### config.mk
export PLATFORM = sky130hd
export DESIGN_NAME = sma_cmp
export DESIGN_NICKNAME = d
export VERILOG_FILES = /design/src/sma_pkg.sv /design/src/sma_cmp.sv
export SDC_FILE = /design/constraint.sdc
export NUM_CORES = 1
export LEC_CHECK = 0
export BUFFER_PORTS_ARGS = -buffer_cell sky130_fd_sc_hd__clkbuf_2
export CAP_MARGIN = 15
export CORE_UTILIZATION = 28
export DETAILED_ROUTE_END_ITERATION = 10
export GPL_ROUTABILITY_DRIVEN = 0
export GPL_TIMING_DRIVEN = 0
export PLACE_DENSITY = 0.44
export SYNTH_ARGS = -nofsm -noshare
export SYNTH_HDL_FRONTEND = slang
export SYNTH_SLANG_ARGS = --single-unit
### constraint.sdc
create_clock -name clk -period 6.3 [get_ports clk]
set_input_delay 0 -clock clk [delete_from_list [all_inputs] [get_ports clk]]
set_output_delay 0 -clock clk [all_outputs]
set_load 0.02 [all_outputs]
### src/sma_pkg.sv
// ----------------------------------------------------------------------------
// sma_pkg
// Shared constants for the moving average crossover block: register
// indexes, reset values, field widths and signal codes.
// ----------------------------------------------------------------------------
package sma_pkg;

  // Configuration register data and index widths
  localparam int CFG_W     = 7;
  localparam int CFG_IDX_W = 8;

  // Register indexes
  localparam logic [CFG_IDX_W-1:0] REG_SHORT_PERIOD = CFG_IDX_W'(0);
  localparam logic [CFG_IDX_W-1:0] REG_LONG_PERIOD  = CFG_IDX_W'(1);

  // Register reset values
  localparam logic [CFG_W-1:0] SHORT_PERIOD_RST = CFG_W'(10);
  localparam logic [CFG_W-1:0] LONG_PERIOD_RST  = CFG_W'(50);

  // Output signal codes
  localparam int SIG_W = 2;
  localparam logic signed [SIG_W-1:0] SIG_ABOVE = 2'sb01;
  localparam logic signed [SIG_W-1:0] SIG_BELOW = 2'sb11;
  localparam logic signed [SIG_W-1:0] SIG_NONE  = 2'sb00;

endpackage

### src/sma_cmp.sv
// ----------------------------------------------------------------------------
// sma_cmp
// Cross-multiply stage: scales each window sum by the other window's
// period, registers the products and compares them.
// ----------------------------------------------------------------------------
module sma_cmp
  import sma_pkg::*;
#(
  parameter int SUM_W = 38
) (
  input  logic                    clk,
  input  logic                    adv,
  input  logic [SUM_W-1:0]        short_sum_i,
  input  logic [SUM_W-1:0]        long_sum_i,
  input  logic [CFG_W-1:0]        short_per_i,
  input  logic [CFG_W-1:0]        long_per_i,
  input  logic                    active_i,
  output logic signed [SIG_W-1:0] sig_o
);

  localparam int PROD_W = SUM_W + CFG_W;

  logic [PROD_W-1:0] prod_a_r, prod_a_nxt;
  logic [PROD_W-1:0] prod_b_r, prod_b_nxt;
  logic              active_r;

  // Cross-multiply the sums with the opposite periods
  assign prod_a_nxt = PROD_W'(short_sum_i) * PROD_W'(long_per_i);
  assign prod_b_nxt = PROD_W'(long_sum_i) * PROD_W'(short_per_i);

  always_ff @(posedge clk) begin
    if (adv) begin
      prod_a_r <= prod_a_nxt;
      prod_b_r <= prod_b_nxt;
      active_r <= active_i;
    end
  end

  // Compare, and hold zero until more prices than the long period have entered
  always_comb begin
    if (!active_r) begin
      sig_o = SIG_NONE;
    end else if (prod_a_r > prod_b_r) begin
      sig_o = SIG_ABOVE;
    end else if (prod_a_r < prod_b_r) begin
      sig_o = SIG_BELOW;
    end else begin
      sig_o = SIG_NONE;
    end
  end

endmodule

Word-level counts from Yosys, hierarchy flattened
Cells that the tools add are included.

storage, ports and cells
  register bits = 91
  bits in latches = 0
  RAM bits = 0
  bits in read-only memories = 0
  input port bits = 93
  output and inout bits = 2
  word-level logic and storage cells = 10
  memories = 0

cells by class
  add/subtract/negate cells = 0
  $mul = 2
  divide/modulo/power cells = 0
  order comparisons = 2
  equal/unequal tests = 0
  shift-type cells = 0
  muxes and demuxes = 3
  bitwise operators = 0
  reduce and logical (&&, ||, !) cells = 0

operators with widths
  kind             number
  $mul A38 B7 Y45  2
  $gt A45 B45 Y1   1
  $lt A45 B45 Y1   1
  $mux W2          3

Longest topological paths before layout
  word-level depth = 4
  depth in mapped cells = 21
  depth with buffers taken out = 18

Least setup slack after synthesis
No wires, ideal clock.

  path kind = in2reg
  start = input short_per_i[4]
  end = register prod_b_r[43], data pin
  library setup time = 0.265 ns
  data arrival time = 4.433 ns
  data required time = 6.035 ns
  slack = 1.601 ns
  stages on the path = 19
  buffers on the path = 2
  cell sequence = clkbuf_1 -> clkbuf_1 -> nand2_1 -> fa_1 -> fa_1 -> inv_1 -> fa_1 -> inv_1 -> fa_1 -> inv_1 -> ha_1 -> a21o_1 -> a31o_2 -> o21ai_2 -> o21ai_2 -> a21oi_2 -> a211oi_1 -> o211a_1 -> or3_1

between the ends
  longest elaborated chain between the ends = 1

RTL lines
  element                   line           text
  from (decl)               sma_cmp.sv:15  input logic [CFG_W-1:0] short_per_i,
  $mul A38 B7 Y45           sma_cmp.sv:29  assign prod_b_nxt = PROD_W'(long_sum_i) * PROD_W'(short_per_i);
  named net prod_b_nxt[43]  sma_cmp.sv:24  logic [PROD_W-1:0] prod_b_r, prod_b_nxt;
  to (signal assigned)      sma_cmp.sv:34  prod_b_r <= prod_b_nxt;
  to (decl)                 sma_cmp.sv:24

The timed path passes the listed nets, and every way through them passes these cells.
A chain may end at the register's enable or synchronous reset.

Worst setup path in the final report
  start = input long_per_i[2]
  end = register prod_a_r[39], data pin

between the ends
  longest elaborated chain between the ends = 1

RTL lines
  element                   line           text
  from (decl)               sma_cmp.sv:16  input logic [CFG_W-1:0] long_per_i,
  $mul A38 B7 Y45           sma_cmp.sv:28  assign prod_a_nxt = PROD_W'(short_sum_i) * PROD_W'(long_per_i);
  named net prod_a_nxt[39]  sma_cmp.sv:23  logic [PROD_W-1:0] prod_a_r, prod_a_nxt;
  to (signal assigned)      sma_cmp.sv:33  prod_a_r <= prod_a_nxt;
  to (decl)                 sma_cmp.sv:23

The timed path passes the listed nets, and every way through them passes these cells.

==> flow_summary.yaml <==
outcome:
  status: "completed"
setup_path:
  crit_required_ns: 6.42
  cp_common_cell: "fa_1"
  setup.worst_path.end_class: "flip-flop"
  arrival_ns: 5.86
  startpoint_type: "primary input"
  path_cells: "clkbuf_1, clkbuf_1, and2_1, fa_1, fa_1, fa_1, inv_1, fa_1, inv_1, ha_1, nand4_2, nor3_2, nand4_1, a21oi_1, nor2_1, o311ai_2, a311oi_2, xnor2_1"
  cp_max_fo: 10
  crit_start: "long_per_i[2]"
  crit_family: "adder cells"
  cp_slowest_cell: "clkbuf_1"
  slowest_delay_ns: 0.64
  critical_path_class: "in -> reg"
  critPathBufInv: 4
  crit_cells: 18
synth:
  syn_area_sq_um: 21100
  syn_area_per_cell_sq_um: 9.19
  netlist_top_cells_count: "and2_1 (398), inv_1 (397), fa_1 (358)"
  synth.most_common_cell: "and2_1"
  yosysUniqueCellTypes: 75
  syn_nets: 2915
  synth_edf_count: 91
  ys_seq_area_share_pct: 13.0
  syn_inst: 2293
  synth_top_flop_cell: "edfxtp_1"
  postSynth.asyncResetShare_pct: 0
  synth_top_area_share_pct: 34.0
  synth_area_leader_cell: "fa_1"
  yosys-top-cells-area: "fa_1 (34%), edfxtp_1 (13%), and2_1 (12%), ha_1 (10%), inv_1 (7.1%)"
  yosys_warnings: 0
  synth_seq_cells: 91
cells_and_area:
  drive_gt1_share_pct: 6.32
  final_util_pct: 30.9
  syn_to_final_growth_pct: 9.12
  nets: 3008
  insertedDiodeCount: 0
grt:
  grt_max_degree: 72
  grt_pass1_wl_mm: 95.4
  grt_antenna_before_repair: 2
  grt_pass1_vias: 17000
  overflow: 0
  grtUsageTotal_pct: 15.6
clock_tree:
  cts_buffers: 9
  cts_resized: 0
  clkSlewWorstSetupHoldPaths_ns: 0.07
  cts_tree: "built"
  cts_buffer_depth: 2
  root_buffer: "clkbuf_16"
  cts.sinks: 91
  h-tree-depth: 3
routing:
  vias_per_cell: 4.63
  drt_iter0_drc: 707
  postRouteAntennaNets: 0
  routed_wl_mm: 57.7
  dr.pass1.iters: 5
  dr_total_vias: 15500
  drc: 0
  wl_per_cell_microns: 17.2
sta:
  drv_slew: 0
  max_slew_margin_pct: 44.7
  fin_crit_sh_pct: 91.0
  rsz0062_at_grt: "false"
  hold_violations: 0
  fin_crit_ns: 5.73
  finalSetupTns_ns: 0
  worstMarginPinSlew_ns: 0.829
  worst_slack_ns: 0.565
  max_freq_mhz: 174
  finalSetupViolCount: 0
floorplan:
  start_util_pct: 28.3
  die_h_microns: 276
  dieArea_sq_um: 76400
  core_sq_um: 74400
  die_w_microns: 276
  num_io_pins: 95
  row_count: 100
placed_design:
  dpl.hpwl_mm: 48.6
  io_buffers: 80
  post-place-ws_ns: 0.220
job:
  cap_violations: 0
power:
  total_leakage_power_nw: 11.1
  finalPower_mw: 9.85
  ir_drop_mv: 0.157
  power.density_nw_per_um2: 428
min_path:
  whs_path_depth: 1
  hold_class: "in -> reg"
  min_from: "adv"
==> area by class of cell <==
cell class / instances / area [sq um]
buffer: 87 / 372
inverter: 397 / 1490
fill: 7874 / 51400
tap: 969 / 1210
clock inverter: 5 / 37.5
timing repair buffer: 82 / 440
multi-input combinational: 1718 / 16500
clock buffer: 11 / 233
sequential: 91 / 2730
==> metrics by stage <==
stage	hold WS [ns]	cells	area, sq um
after global placement	0.281	3342	22700
after floorplan	0.0989	2293	21100
after detailed placement	0.264	3343	22700
final	0.144	3360	23000
after global routing	0.167	3360	23000
after CTS	0.145	3360	23000
==> logic make-up after synthesis <==
logic type / Yosys count / share of synthesized area, %
compound gates: 337 / 10.9
mux: 1 / 0.0534
buf+inv: 484 / 8.83
xor+xnor: 77 / 3.20
flops: 91 / 13.0
fa+ha+maj: 529 / 44.2
simple gates: 774 / 19.9
==> state kept, by name (all words and copies together) (netlist names) <==
register,cells
prod_a_r,45
active_r,1
prod_b_r,45
==> cell usage in the layout, fill, tap and decap left out, types with 71 or more instances in the layout <==
| cell | count |
|---|---|
| a21o_1 | 71 |
| a21oi_1 | 102 |
| and2_1 | 398 |
| clkbuf_1 | 72 |
| clkbuf_2 | 79 |
| edfxtp_1 | 91 |
| fa_1 | 358 |
| ha_1 | 171 |
| inv_1 | 397 |
| nand2_1 | 206 |
==> worst paths after layout <==
kind,endpoint
hold / removal,prod_b_r[13]
setup / recovery,prod_a_r[39]
==> per-layer routing <==
layer	part of all wire (%)	track usage [%]
met4	1.7	3.18
met5	0	0
met3	2.1	0.980
met1	49	22.1
met2	47	26.0
==> power by group <==
part	switching [mW]	internal, mW	total (mW)
sequential	0.118	1.28	1.40
combinational	4.87	3.10	7.96
clock	0.215	0.269	0.483
==> what timing repair did <==
action | 4_1_cts | 5_1_grt
setup buffers | 0 | 0
hold buffers | 1 | 0
setup endpoints to repair | 0 | 0
endpoints found under the hold margin | 1 | 0
Power figures use the tool's default switching activity.
